`config.mk`:
```
export PLATFORM = sky130hd
export DESIGN_NAME = i2c_eeprom_transfer_sequencer_flat
export DESIGN_NICKNAME = d
export VERILOG_FILES = /design/src/design/i2cee_pkg.sv /design/src/design/i2cee_in_if.sv /design/src/design/i2cee_out_if.sv /design/src/design/i2cee_ctrl.sv /design/src/design/i2cee_outbuf.sv /design/src/design/i2c_eeprom_transfer_sequencer.sv /design/src/flat_wrapper.sv
export SDC_FILE = /design/constraint.sdc
export NUM_CORES = 1
export LEC_CHECK = 0
export BUFFER_PORTS_ARGS = -buffer_cell sky130_fd_sc_hd__buf_2
export CORE_UTILIZATION = 45
export CTS_CLUSTER_SIZE = 10
export DETAILED_ROUTE_END_ITERATION = 10
export SLEW_MARGIN = 40
export SYNTH_ARGS = -nofsm -noshare
export SYNTH_HDL_FRONTEND = slang
export SYNTH_SLANG_ARGS = --single-unit
```
`constraint.sdc`:
```
create_clock -name clk -period 5.65 [get_ports clk]
set_input_delay 1.13 -clock clk [delete_from_list [all_inputs] [get_ports clk]]
set_output_delay 1.13 -clock clk [all_outputs]
set_load 0.1 [all_outputs]
```
`src/design/i2cee_pkg.sv`:
```
`default_nettype none

package i2cee_pkg;

  localparam int PAGE_BYTES_DEF = 256;
  localparam int MAX_RES        = 4;
  localparam int SLOT_W         = $clog2(MAX_RES);

  localparam logic [7:0] DEV_ADDR_RST = 8'd160;
  localparam logic [9:0] WC_TICKS_RST = 10'd5;
  localparam logic [9:0] ELAPSED_MAX  = 10'd1023;

  localparam logic CFG_DEV_ADDR = 1'b0;
  localparam logic CFG_WC_TICKS = 1'b1;

  typedef enum logic [2:0] {
    K_BEGIN_RD = 3'd0,
    K_BEGIN_WR = 3'd1,
    K_EVENT    = 3'd2,
    K_TICK     = 3'd3,
    K_ERROR    = 3'd4
  } kind_t;

  typedef enum logic [3:0] {
    ACT_NONE   = 4'd0,
    ACT_START  = 4'd1,
    ACT_SEND   = 4'd2,
    ACT_STOP   = 4'd3,
    ACT_ACKOFF = 4'd4,
    ACT_POSON  = 4'd5,
    ACT_BYTE   = 4'd6,
    ACT_DONE   = 4'd7,
    ACT_ABORT  = 4'd8
  } action_t;

  typedef enum logic [3:0] {
    PH_IDLE    = 4'd0,
    PH_START   = 4'd1,
    PH_DEV     = 4'd2,
    PH_AHI     = 4'd3,
    PH_ALO     = 4'd4,
    PH_RSTART  = 4'd5,
    PH_RDEV    = 4'd6,
    PH_MULTI   = 4'd7,
    PH_SINGLE  = 4'd8,
    PH_WRITING = 4'd9,
    PH_WLAST   = 4'd10
  } phase_t;

  typedef struct packed {
    kind_t       kind;
    logic [16:0] mem_address;
    logic [8:0]  length;
    logic [7:0]  status_flags;
    logic [7:0]  rx_first;
    logic [7:0]  rx_second;
    logic [7:0]  tx_byte;
  } item_t;

  typedef struct packed {
    action_t    action;
    logic [7:0] data;
    logic [8:0] idx;
  } res_t;

  typedef struct packed {
    res_t [MAX_RES-1:0] res;
    logic [SLOT_W-1:0]  cnt;
    logic               busy;
    logic               wca;
    logic [9:0]         left;
  } bundle_t;

endpackage

`default_nettype wire

```
`src/design/i2cee_in_if.sv`:
```
`default_nettype none

interface i2cee_in_if;
  logic        valid;
  logic        ready;
  logic [2:0]  kind;
  logic [16:0] mem_address;
  logic [8:0]  length;
  logic [7:0]  status_flags;
  logic [7:0]  rx_first;
  logic [7:0]  rx_second;
  logic [7:0]  tx_byte;

  modport source (output valid, kind, mem_address, length, status_flags, rx_first,
                  rx_second, tx_byte, input ready);
  modport sink (input valid, kind, mem_address, length, status_flags, rx_first,
                rx_second, tx_byte, output ready);
endinterface

`default_nettype wire

```
`src/design/i2cee_out_if.sv`:
```
`default_nettype none

interface i2cee_out_if;
  logic       valid;
  logic       ready;
  logic [3:0] action;
  logic [7:0] out_byte;
  logic [8:0] byte_index;
  logic       busy_res;
  logic       write_cycle_active;
  logic [9:0] ticks_left;
  logic       last;

  modport source (output valid, action, out_byte, byte_index, busy_res,
                  write_cycle_active, ticks_left, last, input ready);
  modport sink (input valid, action, out_byte, byte_index, busy_res,
                write_cycle_active, ticks_left, last, output ready);
endinterface

`default_nettype wire

```
`src/design/i2cee_ctrl.sv`:
```
`default_nettype none

module i2cee_ctrl #(
  parameter int PAGE_BYTES = i2cee_pkg::PAGE_BYTES_DEF
) (
  input  wire logic              clk,
  input  wire logic              rst_n,
  input  wire logic              acc,
  input  wire i2cee_pkg::item_t  item,
  input  wire logic              cfg_we,
  input  wire logic              cfg_index,
  input  wire logic [9:0]        cfg_data,
  output i2cee_pkg::bundle_t     bundle
);

  localparam int PW = $clog2(PAGE_BYTES + 1);
  localparam int CW = (PW > 9) ? PW : 9;
  localparam logic [CW-1:0] PAGE_C = CW'(PAGE_BYTES);

  i2cee_pkg::phase_t phase_r, phase_nxt;
  logic          rd_r, rd_nxt;
  logic [15:0]   off_r, off_nxt;
  logic          blk_r, blk_nxt;
  logic [PW-1:0] len_r, len_nxt;
  logic [PW-1:0] pos_r, pos_nxt;
  logic [PW-1:0] rem_r, rem_nxt;
  logic          wa_r, wa_nxt;
  logic [9:0]    wel_r, wel_nxt;
  logic [7:0]    dev_r;
  logic [9:0]    wct_r;

  logic          flag_hit;
  logic          idle;
  logic [PW-1:0] pos_inc;
  logic [PW-1:0] pos_inc2;
  logic [PW-1:0] rem1;
  logic [PW-1:0] rem2;
  logic [CW-1:0] len_w;
  logic [CW-1:0] len_c;
  logic [9:0]    wel_inc;

  function automatic logic [8:0] idx9(input logic [PW-1:0] p);
    logic [CW-1:0] w;
    w = CW'(p);
    return w[8:0];
  endfunction

  function automatic i2cee_pkg::res_t mk(input i2cee_pkg::action_t a, input logic [7:0] d,
                                         input logic [8:0] i);
    i2cee_pkg::res_t r;
    r.action = a;
    r.data   = d;
    r.idx    = i;
    return r;
  endfunction

  assign idle     = (phase_r == i2cee_pkg::PH_IDLE);
  assign pos_inc  = pos_r + PW'(1);
  assign pos_inc2 = pos_r + PW'(2);
  assign rem1     = (rem_r != '0) ? rem_r - PW'(1) : rem_r;
  assign rem2     = (rem1 != '0) ? rem1 - PW'(1) : rem1;
  assign wel_inc  = (wel_r < i2cee_pkg::ELAPSED_MAX) ? wel_r + 10'd1 : wel_r;

  always_comb begin
    len_w = CW'(item.length);
    if (len_w == '0) begin
      len_c = CW'(1);
    end else if (len_w > PAGE_C) begin
      len_c = PAGE_C;
    end else begin
      len_c = len_w;
    end
  end

  always_comb begin
    case (phase_r)
      i2cee_pkg::PH_START, i2cee_pkg::PH_RSTART: flag_hit = item.status_flags[0];
      i2cee_pkg::PH_DEV, i2cee_pkg::PH_RDEV:     flag_hit = item.status_flags[1];
      i2cee_pkg::PH_AHI, i2cee_pkg::PH_ALO,
      i2cee_pkg::PH_MULTI:                        flag_hit = item.status_flags[2];
      i2cee_pkg::PH_SINGLE:                       flag_hit = item.status_flags[6];
      i2cee_pkg::PH_WRITING: flag_hit = item.status_flags[7] | item.status_flags[2];
      i2cee_pkg::PH_WLAST:                        flag_hit = 1'b1;
      default:                                    flag_hit = 1'b0;
    endcase
  end

  // next phase
  always_comb begin
    phase_nxt = phase_r;
    if (acc) begin
      case (item.kind)
        i2cee_pkg::K_BEGIN_RD, i2cee_pkg::K_BEGIN_WR: begin
          if (idle) phase_nxt = i2cee_pkg::PH_START;
        end
        i2cee_pkg::K_EVENT: begin
          if (flag_hit) begin
            case (phase_r)
              i2cee_pkg::PH_START:  phase_nxt = i2cee_pkg::PH_DEV;
              i2cee_pkg::PH_DEV:    phase_nxt = i2cee_pkg::PH_AHI;
              i2cee_pkg::PH_AHI:
                phase_nxt = rd_r ? i2cee_pkg::PH_ALO : i2cee_pkg::PH_WRITING;
              i2cee_pkg::PH_ALO:    phase_nxt = i2cee_pkg::PH_RSTART;
              i2cee_pkg::PH_RSTART: phase_nxt = i2cee_pkg::PH_RDEV;
              i2cee_pkg::PH_RDEV:
                phase_nxt = (len_r == PW'(1)) ? i2cee_pkg::PH_SINGLE : i2cee_pkg::PH_MULTI;
              i2cee_pkg::PH_MULTI: begin
                if (len_r == PW'(2)) begin
                  phase_nxt = i2cee_pkg::PH_IDLE;
                end else if (rem_r > PW'(3)) begin
                  phase_nxt = i2cee_pkg::PH_MULTI;
                end else begin
                  phase_nxt = i2cee_pkg::PH_SINGLE;
                end
              end
              i2cee_pkg::PH_SINGLE: phase_nxt = i2cee_pkg::PH_IDLE;
              i2cee_pkg::PH_WRITING: begin
                if (pos_inc >= len_r) phase_nxt = i2cee_pkg::PH_WLAST;
              end
              i2cee_pkg::PH_WLAST:  phase_nxt = i2cee_pkg::PH_IDLE;
              default:              phase_nxt = phase_r;
            endcase
          end
        end
        i2cee_pkg::K_ERROR: phase_nxt = i2cee_pkg::PH_IDLE;
        default:            phase_nxt = phase_r;
      endcase
    end
  end

  // datapath and results
  always_comb begin
    rd_nxt  = rd_r;
    off_nxt = off_r;
    blk_nxt = blk_r;
    len_nxt = len_r;
    pos_nxt = pos_r;
    rem_nxt = rem_r;
    wa_nxt  = wa_r;
    wel_nxt = wel_r;
    bundle.res = '0;
    bundle.res[0] = mk(i2cee_pkg::ACT_NONE, 8'd0, idx9(pos_r));
    bundle.cnt = '0;
    if (acc) begin
      case (item.kind)
        i2cee_pkg::K_BEGIN_RD, i2cee_pkg::K_BEGIN_WR: begin
          if (idle) begin
            rd_nxt  = (item.kind == i2cee_pkg::K_BEGIN_RD);
            off_nxt = item.mem_address[15:0];
            blk_nxt = item.mem_address[16];
            len_nxt = PW'(len_c);
            rem_nxt = PW'(len_c);
            pos_nxt = '0;
            bundle.res[0] = mk(i2cee_pkg::ACT_START, 8'd0, 9'd0);
          end
        end
        i2cee_pkg::K_EVENT: begin
          if (flag_hit) begin
            case (phase_r)
              i2cee_pkg::PH_START:
                bundle.res[0] = mk(i2cee_pkg::ACT_SEND,
                                   {dev_r[7:2], dev_r[1] | blk_r, 1'b0}, idx9(pos_r));
              i2cee_pkg::PH_DEV:
                bundle.res[0] = mk(i2cee_pkg::ACT_SEND, off_r[15:8], idx9(pos_r));
              i2cee_pkg::PH_AHI:
                bundle.res[0] = mk(i2cee_pkg::ACT_SEND, off_r[7:0], idx9(pos_r));
              i2cee_pkg::PH_ALO:
                bundle.res[0] = mk(i2cee_pkg::ACT_START, 8'd0, idx9(pos_r));
              i2cee_pkg::PH_RSTART:
                bundle.res[0] = mk(i2cee_pkg::ACT_SEND,
                                   {dev_r[7:2], dev_r[1] | blk_r, 1'b1}, idx9(pos_r));
              i2cee_pkg::PH_RDEV: begin
                if (len_r == PW'(1)) begin
                  bundle.res[0] = mk(i2cee_pkg::ACT_ACKOFF, 8'd0, idx9(pos_r));
                  bundle.res[1] = mk(i2cee_pkg::ACT_STOP, 8'd0, idx9(pos_r));
                  bundle.cnt    = i2cee_pkg::SLOT_W'(1);
                end else if (len_r == PW'(2)) begin
                  bundle.res[0] = mk(i2cee_pkg::ACT_POSON, 8'd0, idx9(pos_r));
                  bundle.res[1] = mk(i2cee_pkg::ACT_ACKOFF, 8'd0, idx9(pos_r));
                  bundle.cnt    = i2cee_pkg::SLOT_W'(1);
                end
              end
              i2cee_pkg::PH_MULTI: begin
                if (len_r == PW'(2)) begin
                  bundle.res[0] = mk(i2cee_pkg::ACT_STOP, 8'd0, idx9(pos_r));
                  bundle.res[1] = mk(i2cee_pkg::ACT_BYTE, item.rx_first, 9'd0);
                  bundle.res[2] = mk(i2cee_pkg::ACT_BYTE, item.rx_second, 9'd1);
                  bundle.res[3] = mk(i2cee_pkg::ACT_DONE, 8'd0, 9'd2);
                  bundle.cnt    = i2cee_pkg::SLOT_W'(3);
                  pos_nxt = PW'(2);
                  rem_nxt = '0;
                end else if (rem_r > PW'(3)) begin
                  bundle.res[0] = mk(i2cee_pkg::ACT_BYTE, item.rx_first, idx9(pos_r));
                  pos_nxt = pos_inc;
                  rem_nxt = rem_r - PW'(1);
                end else begin
                  bundle.res[0] = mk(i2cee_pkg::ACT_ACKOFF, 8'd0, idx9(pos_r));
                  bundle.res[1] = mk(i2cee_pkg::ACT_BYTE, item.rx_first, idx9(pos_r));
                  bundle.res[2] = mk(i2cee_pkg::ACT_STOP, 8'd0, idx9(pos_inc));
                  bundle.res[3] = mk(i2cee_pkg::ACT_BYTE, item.rx_second, idx9(pos_inc));
                  bundle.cnt    = i2cee_pkg::SLOT_W'(3);
                  pos_nxt = pos_inc2;
                  rem_nxt = rem2;
                end
              end
              i2cee_pkg::PH_SINGLE: begin
                bundle.res[0] = mk(i2cee_pkg::ACT_BYTE, item.rx_first, idx9(pos_r));
                bundle.res[1] = mk(i2cee_pkg::ACT_DONE, 8'd0, idx9(pos_r));
                bundle.cnt    = i2cee_pkg::SLOT_W'(1);
                rem_nxt = rem1;
              end
              i2cee_pkg::PH_WRITING: begin
                bundle.res[0] = mk(i2cee_pkg::ACT_SEND, item.tx_byte, idx9(pos_inc));
                pos_nxt = pos_inc;
              end
              i2cee_pkg::PH_WLAST: begin
                bundle.res[0] = mk(i2cee_pkg::ACT_STOP, 8'd0, idx9(pos_r));
                bundle.res[1] = mk(i2cee_pkg::ACT_DONE, 8'd0, idx9(pos_r));
                bundle.cnt    = i2cee_pkg::SLOT_W'(1);
                wa_nxt  = 1'b1;
                wel_nxt = '0;
              end
              default: ;
            endcase
          end
        end
        i2cee_pkg::K_TICK: begin
          if (wa_r) begin
            if (wel_inc >= wct_r) begin
              wa_nxt  = 1'b0;
              wel_nxt = '0;
            end else begin
              wel_nxt = wel_inc;
            end
          end
        end
        i2cee_pkg::K_ERROR: begin
          if (!idle) bundle.res[0] = mk(i2cee_pkg::ACT_ABORT, 8'd0, idx9(pos_r));
        end
        default: ;
      endcase
    end
    bundle.busy = (phase_nxt != i2cee_pkg::PH_IDLE);
    bundle.wca  = wa_nxt;
    bundle.left = (wa_nxt && (wel_nxt < wct_r)) ? wct_r - wel_nxt : 10'd0;
  end

  always_ff @(posedge clk) begin
    if (!rst_n) begin
      phase_r <= i2cee_pkg::PH_IDLE;
      rd_r    <= 1'b0;
      off_r   <= '0;
      blk_r   <= 1'b0;
      len_r   <= '0;
      pos_r   <= '0;
      rem_r   <= '0;
      wa_r    <= 1'b0;
      wel_r   <= '0;
      dev_r   <= i2cee_pkg::DEV_ADDR_RST;
      wct_r   <= i2cee_pkg::WC_TICKS_RST;
    end else begin
      phase_r <= phase_nxt;
      rd_r    <= rd_nxt;
      off_r   <= off_nxt;
      blk_r   <= blk_nxt;
      len_r   <= len_nxt;
      pos_r   <= pos_nxt;
      rem_r   <= rem_nxt;
      wa_r    <= wa_nxt;
      wel_r   <= wel_nxt;
      if (cfg_we) begin
        case (cfg_index)
          i2cee_pkg::CFG_DEV_ADDR: dev_r <= cfg_data[7:0];
          i2cee_pkg::CFG_WC_TICKS: wct_r <= cfg_data;
          default: ;
        endcase
      end
    end
  end

`ifndef SYNTH
  a_err_idle: assert property (@(posedge clk) disable iff (!rst_n)
    acc && item.kind == i2cee_pkg::K_ERROR |=> phase_r == i2cee_pkg::PH_IDLE)
    else $error("error item did not return to idle");
  a_wel_clear: assert property (@(posedge clk) disable iff (!rst_n)
    !wa_r |-> wel_r == '0)
    else $error("elapsed count set with no write cycle");
  a_pos_bound: assert property (@(posedge clk) disable iff (!rst_n)
    pos_r <= len_r)
    else $error("byte position beyond transfer length");
  a_wlast_done: assert property (@(posedge clk) disable iff (!rst_n)
    acc && item.kind == i2cee_pkg::K_EVENT && phase_r == i2cee_pkg::PH_WLAST |=> wa_r)
    else $error("write end did not start write cycle");
`endif

endmodule

`default_nettype wire

```
`src/design/i2cee_outbuf.sv`:
```
`default_nettype none

module i2cee_outbuf (
  input  wire logic               clk,
  input  wire logic               rst_n,
  input  wire logic               load,
  input  wire i2cee_pkg::bundle_t bundle,
  output logic                    space,
  i2cee_out_if.source             out_if
);

  i2cee_pkg::bundle_t          bundle_r;
  logic                        full_r, full_nxt;
  logic [i2cee_pkg::SLOT_W-1:0] slot_r, slot_nxt;
  logic                        at_last;
  logic                        take;
  i2cee_pkg::res_t             cur;

  assign at_last = (slot_r == bundle_r.cnt);
  assign take    = full_r && out_if.ready;
  assign space   = !full_r || (out_if.ready && at_last);
  assign cur     = bundle_r.res[slot_r];

  assign out_if.valid              = full_r;
  assign out_if.action             = cur.action;
  assign out_if.out_byte           = cur.data;
  assign out_if.byte_index         = cur.idx;
  assign out_if.busy_res           = bundle_r.busy;
  assign out_if.write_cycle_active = bundle_r.wca;
  assign out_if.ticks_left         = bundle_r.left;
  assign out_if.last               = at_last;

  always_comb begin
    full_nxt = full_r;
    slot_nxt = slot_r;
    if (load) begin
      full_nxt = 1'b1;
      slot_nxt = '0;
    end else if (take) begin
      if (at_last) begin
        full_nxt = 1'b0;
        slot_nxt = '0;
      end else begin
        slot_nxt = slot_r + i2cee_pkg::SLOT_W'(1);
      end
    end
  end

  always_ff @(posedge clk) begin
    if (!rst_n) begin
      full_r <= 1'b0;
      slot_r <= '0;
    end else begin
      full_r <= full_nxt;
      slot_r <= slot_nxt;
    end
  end

  always_ff @(posedge clk) begin
    if (load) bundle_r <= bundle;
  end

`ifndef SYNTH
  a_load_space: assert property (@(posedge clk) disable iff (!rst_n)
    load |-> space)
    else $error("bundle loaded over undelivered results");
  a_slot_bound: assert property (@(posedge clk) disable iff (!rst_n)
    full_r |-> slot_r <= bundle_r.cnt)
    else $error("result slot beyond bundle count");
  a_slot_zero: assert property (@(posedge clk) disable iff (!rst_n)
    !full_r |-> slot_r == '0)
    else $error("slot not cleared while empty");
`endif

endmodule

`default_nettype wire

```
`src/design/i2c_eeprom_transfer_sequencer.sv`:
```
// Channel   Dir  Handshake      Payload
// in_if     in   valid/ready    kind, mem_address, length, status_flags, rx_first,
//                               rx_second, tx_byte
// out_if    out  valid/ready    action, out_byte, byte_index, busy_res,
//                               write_cycle_active, ticks_left, last
// cfg_*     in   cfg_we         cfg_index, cfg_data
//
// An item is decoded in the cycle it is accepted; its 1 to 4 results sit in
// the result register and leave one per cycle while out_if is ready, the first
// offered in the next cycle, so single-result items pass at 1 item per cycle. A
// new item is taken in the cycle the last result of the previous one is taken.
// Reset is synchronous, active low, and clears sequencing state and
// configuration to defaults; no clearing pass.
`default_nettype none

module i2c_eeprom_transfer_sequencer #(
  parameter int PAGE_BYTES = i2cee_pkg::PAGE_BYTES_DEF
) (
  input  wire logic        clk,
  input  wire logic        rst_n,
  i2cee_in_if.sink         in_if,
  i2cee_out_if.source      out_if,
  input  wire logic        cfg_we,
  input  wire logic        cfg_index,
  input  wire logic [9:0]  cfg_data
);

  i2cee_pkg::item_t   item;
  i2cee_pkg::bundle_t bundle;
  logic               space;
  logic               acc;

  assign in_if.ready = space;
  assign acc         = in_if.valid && space;

  assign item.kind         = i2cee_pkg::kind_t'(in_if.kind);
  assign item.mem_address  = in_if.mem_address;
  assign item.length       = in_if.length;
  assign item.status_flags = in_if.status_flags;
  assign item.rx_first     = in_if.rx_first;
  assign item.rx_second    = in_if.rx_second;
  assign item.tx_byte      = in_if.tx_byte;

  i2cee_ctrl #(
    .PAGE_BYTES(PAGE_BYTES)
  ) u_ctrl (
    .clk       (clk),
    .rst_n     (rst_n),
    .acc       (acc),
    .item      (item),
    .cfg_we    (cfg_we),
    .cfg_index (cfg_index),
    .cfg_data  (cfg_data),
    .bundle    (bundle)
  );

  i2cee_outbuf u_outbuf (
    .clk    (clk),
    .rst_n  (rst_n),
    .load   (acc),
    .bundle (bundle),
    .space  (space),
    .out_if (out_if)
  );

endmodule

`default_nettype wire

```
`src/flat_wrapper.sv`:
```
// flat-port wrapper written by rule: the top's interface ports become plain ports
module i2c_eeprom_transfer_sequencer_flat 
#(
  parameter int PAGE_BYTES = i2cee_pkg::PAGE_BYTES_DEF
)
  (clk, rst_n, cfg_we, cfg_index, cfg_data, in_if_valid, in_if_kind, in_if_mem_address, in_if_length, in_if_status_flags, in_if_rx_first, in_if_rx_second, in_if_tx_byte, in_if_ready, out_if_valid, out_if_action, out_if_out_byte, out_if_byte_index, out_if_busy_res, out_if_write_cycle_active, out_if_ticks_left, out_if_last, out_if_ready);
  i2cee_in_if in_if_i ();
  i2cee_out_if out_if_i ();
  input  wire logic clk;
  input  wire logic rst_n;
  input  wire logic cfg_we;
  input  wire logic cfg_index;
  input  wire logic [9:0] cfg_data;
  input wire logic [$bits(in_if_i.valid)-1:0] in_if_valid;
  input wire logic [$bits(in_if_i.kind)-1:0] in_if_kind;
  input wire logic [$bits(in_if_i.mem_address)-1:0] in_if_mem_address;
  input wire logic [$bits(in_if_i.length)-1:0] in_if_length;
  input wire logic [$bits(in_if_i.status_flags)-1:0] in_if_status_flags;
  input wire logic [$bits(in_if_i.rx_first)-1:0] in_if_rx_first;
  input wire logic [$bits(in_if_i.rx_second)-1:0] in_if_rx_second;
  input wire logic [$bits(in_if_i.tx_byte)-1:0] in_if_tx_byte;
  output wire logic [$bits(in_if_i.ready)-1:0] in_if_ready;
  output wire logic [$bits(out_if_i.valid)-1:0] out_if_valid;
  output wire logic [$bits(out_if_i.action)-1:0] out_if_action;
  output wire logic [$bits(out_if_i.out_byte)-1:0] out_if_out_byte;
  output wire logic [$bits(out_if_i.byte_index)-1:0] out_if_byte_index;
  output wire logic [$bits(out_if_i.busy_res)-1:0] out_if_busy_res;
  output wire logic [$bits(out_if_i.write_cycle_active)-1:0] out_if_write_cycle_active;
  output wire logic [$bits(out_if_i.ticks_left)-1:0] out_if_ticks_left;
  output wire logic [$bits(out_if_i.last)-1:0] out_if_last;
  input wire logic [$bits(out_if_i.ready)-1:0] out_if_ready;
  assign in_if_i.valid = in_if_valid;
  assign in_if_i.kind = in_if_kind;
  assign in_if_i.mem_address = in_if_mem_address;
  assign in_if_i.length = in_if_length;
  assign in_if_i.status_flags = in_if_status_flags;
  assign in_if_i.rx_first = in_if_rx_first;
  assign in_if_i.rx_second = in_if_rx_second;
  assign in_if_i.tx_byte = in_if_tx_byte;
  assign in_if_ready = in_if_i.ready;
  assign out_if_valid = out_if_i.valid;
  assign out_if_action = out_if_i.action;
  assign out_if_out_byte = out_if_i.out_byte;
  assign out_if_byte_index = out_if_i.byte_index;
  assign out_if_busy_res = out_if_i.busy_res;
  assign out_if_write_cycle_active = out_if_i.write_cycle_active;
  assign out_if_ticks_left = out_if_i.ticks_left;
  assign out_if_last = out_if_i.last;
  assign out_if_i.ready = out_if_ready;
  i2c_eeprom_transfer_sequencer #(.PAGE_BYTES(PAGE_BYTES)) u_core (.clk(clk), .rst_n(rst_n), .in_if(in_if_i), .out_if(out_if_i), .cfg_we(cfg_we), .cfg_index(cfg_index), .cfg_data(cfg_data));
endmodule
```
==> run_results.csv <==
group,metric,value,unit
yosys,synth_edf_count,85,
power,total_power,3.05,mW
power,netSwitchingPower,0.895,mW
grt,grt_max_degree,87,
yosys,yosysWarnings,0,
yosys,synthDistinctLibCells,78,
place,portBuffers,109,
detailed_routing,drtIter0Drc,588,
detailed_routing,ant_nets,0,
clock_network,clk_latency,0.43,ns
power,p_clk_frac,0.395,
die,die_area,21900,um^2
setup_path,critical_path_arrival,5.54,ns
run,maxCapViolCount,0,
cells_and_area,fillers,1981,
yosys,synth_top_family_by_area,"simple AND/OR/NAND/NOR gates",
cells_and_area,final_nets,1228,
detailed_routing,first_pass_iters,5,
grt,grt.overflow.total,0,
yosys,synth_compound_area_frac,0.178,
grt,grt_pass1_wl,39.4,mm
timing,max_freq,0.190,GHz
die,dieWidth,148,um
timing,period_minus_slack,5.28,ns
power,pwr-share-comb,0.166,
yosys,syn-num-nets,1152,
detailed_routing,drc_errors,0,
cells_and_area,layout_commonest_cell,"nand2_1",
status,status,"finished clean",
setup_path,cp-end-kind,"flop",
timing,hold_viol,0,
timing,grt_setup_unrepaired,"false",
yosys,yosys_most_used_dff,"edfxtp_1",
cells_and_area,area_delta_synth_final,13.9,%
power,leakagePower,4.17,nW
power,irDropWorstVdd,0.190,mV
detailed_routing,via_per_inst,5.65,
clock_network,clock_path_buffers,2,
cells_and_area,multi_input_area,4980,um^2
die,boundaryPins,113,
yosys,syn_avg_cell_area,9.23,um^2
timing,skew,0.0145,ns
place,place_congestion,0.894,
yosys,synth_fa_ha_area_frac,0.0477,
timing,period_share,0.934,
detailed_routing,avgRoutedWirePerCell,17.7,um
timing,relSlewSlack,0.451,
clock_network,cts_tree,"done",
clock_network,clk_pin_slew_worst_paths,0.07,ns
yosys,yosysSeqAreaShare,0.433,
timing,setup_viol,0,
yosys,synth-seq-cells,165,
clock_network,cts.htree.levels,4,
power,switching_share,0.293,
power,powerDensity,279,nW/um^2
yosys,syn-cell-area,9590,um^2
die,core,21000,um^2
power,sequentialPowerShare,0.439,
timing,worst_pin_slew,0.821,ns
yosys,synthArstFlopShare,0,
setup_path,startpoint_type,"flop",
die,initial_core_util,0.458,
setup_path,critPathRequiredTime,5.91,ns
detailed_routing,vias,7935,
clock_network,cts_root_buf,"clkbuf_16",
yosys,synth-xor-area-share,0.0265,
cells_and_area,final_cell_mix,"148 x nand2_1, 109 x buf_2, 85 x edfxtp_1",
cells_and_area,drive_above_1_share,0.170,
grt,antenna_found_initial,3,
cells_and_area,regArea,4150,um^2
grt,grt.total_usage,0.232,
grt,grt_pass1_vias,7179,
power,internal-power,2.15,mW
yosys,yosys.area_share.simple,0.215,
setup_path,critPathMaxFanout,10,
clock_network,clkSinkCount,165,
clock_network,cts_made_buffers,17,
place,dpl.hpwl,17.8,mm
die,dieHeight,148,um
die,rows,53,
detailed_routing,wl,24.9,mm
min_path,holdCritPathClass,"reg2reg",
setup_path,crit_type,"reg2reg",
yosys,muxShareOfSynthArea,0.0494,
timing,tns,0,ns
yosys,synth_cells,1039,
timing,slew_viol_final,0,
kinds of logic (layout without fill, tap and decap cells):
group | count (synthesis) | in the layout
XOR/XNOR | 29 | 29
multiplexers | 32 | 32
AND/OR/NAND/NOR | 416 | 416
other | 0 | 2
buffers and inverters | 113 | 202
flip-flops | 165 | 165
adder cells (fa/ha/maj) | 36 | 36
AO/OA/AOI/OAI | 248 | 248
state kept, by name, summed over array words and instances (netlist names), 2 cells and up:
signal and count:
u_core.u_outbuf.bundle_r 73, u_core.u_ctrl.off_r 16, u_core.u_outbuf.out_if.ticks_left 10, u_core.u_ctrl.wel_r 10
u_core.u_outbuf.slot_r 2, u_core.u_ctrl.phase_r 4, u_core.u_ctrl.pos_r 9, u_core.u_ctrl.wct_r 10
u_core.u_ctrl.dev_r 7, u_core.u_ctrl.rem_r 9, u_core.u_ctrl.len_r 9
per-layer routing:
metal  vias up  GRT usage  wire, um
li1       3927          -         -
met1      3728      0.359     12600
met2       254      0.327     10400
met3        24     0.0448      1570
met4         2     0.0572       254
met5         -          0        12
synthesized netlist by cell type, types with 31 or more instances:
master	count	area (um^2)
a21boi_0	41	308
a21oi_1	40	200
and3_1	32	200
clkbuf_1	38	143
dfxtp_1	80	1600
edfxtp_1	85	2550
ha_1	35	438
inv_1	44	165
nand2_1	149	559
nand3_1	31	155
nor2_1	71	267
o21ai_0	45	225
worst paths after layout:
kind | startpoint | endpoint | slack (ns) | depth (start not counted)
max | u_core.u_ctrl.wel_r[0] | u_core.u_outbuf.out_if.ticks_left[4] | 0.37 | 22
min | u_core.u_ctrl.off_r[7] | u_core.u_ctrl.off_r[7] | 0.46 | 2
max reg2reg | u_core.u_ctrl.wel_r[0] | u_core.u_outbuf.out_if.ticks_left[4] | 0.37 | 22
min reg2reg | u_core.u_ctrl.off_r[7] | u_core.u_ctrl.off_r[7] | 0.46 | 2
cell type report:
cell class              count  area share
diodes                      2    0.000458
clock inverters            14      0.0160
flip-flops and latches    165       0.380
well taps                 275      0.0315
repair buffers            124      0.0609
clock buffers              18      0.0393
multi-input cells         761       0.456
inverters                  46      0.0159
power groups by stage:
stage                     combinational (mW)  sequential (mW)  clock, mW
after CTS                              0.502             1.34       1.22
after global placement                 0.498             1.37          0
after detailed placement               0.500             1.37          0
final                                  0.505             1.34       1.20
after floorplan                        0.375             1.37          0
after global routing                   0.542             1.35       1.27
timing repair:
item,in CTS,in global routing
gates resized for setup,0,4
setup buffers,0,0
hold buffers,0,0
endpoints found under the setup margin,0,10
worst max-delay path, cell delays in order (launching register included):
cell and delay (ns):
dfxtp_1 0.41, ha_1 0.22, nand3_1 0.09, nor2_1 0.13, and3_2 0.32, mux2i_1 0.29, inv_1 0.07, ha_1 0.27
a211oi_1 0.06, o21bai_1 0.14, a21oi_1 0.12, o311a_1 0.35, a211o_1 0.33, o21a_1 0.12, ha_1 0.23, fa_1 0.44
nor2b_1 0.21, o31a_1 0.20, o31ai_1 0.13, a21oi_2 0.19, o21ai_0 0.10, a221o_2 0.45, a211oi_1 0.24
through the flow:
stage | instance area (um^2) | hold WS, ns | utilization | std cells | setup slack (ns)
after floorplan | 9590 | 0.439 | - | 1039 | 0.786
after global placement | 10300 | 0.453 | 0.491 | 1370 | 0.395
after detailed placement | 10300 | 0.458 | 0.491 | 1370 | 0.261
after CTS | 10900 | 0.467 | 0.520 | 1402 | 0.211
after global routing | 10900 | 0.489 | 0.521 | 1403 | 0.0441
final | 10900 | 0.463 | 0.521 | 1405 | 0.373
(Power assumes the default switching activity.)
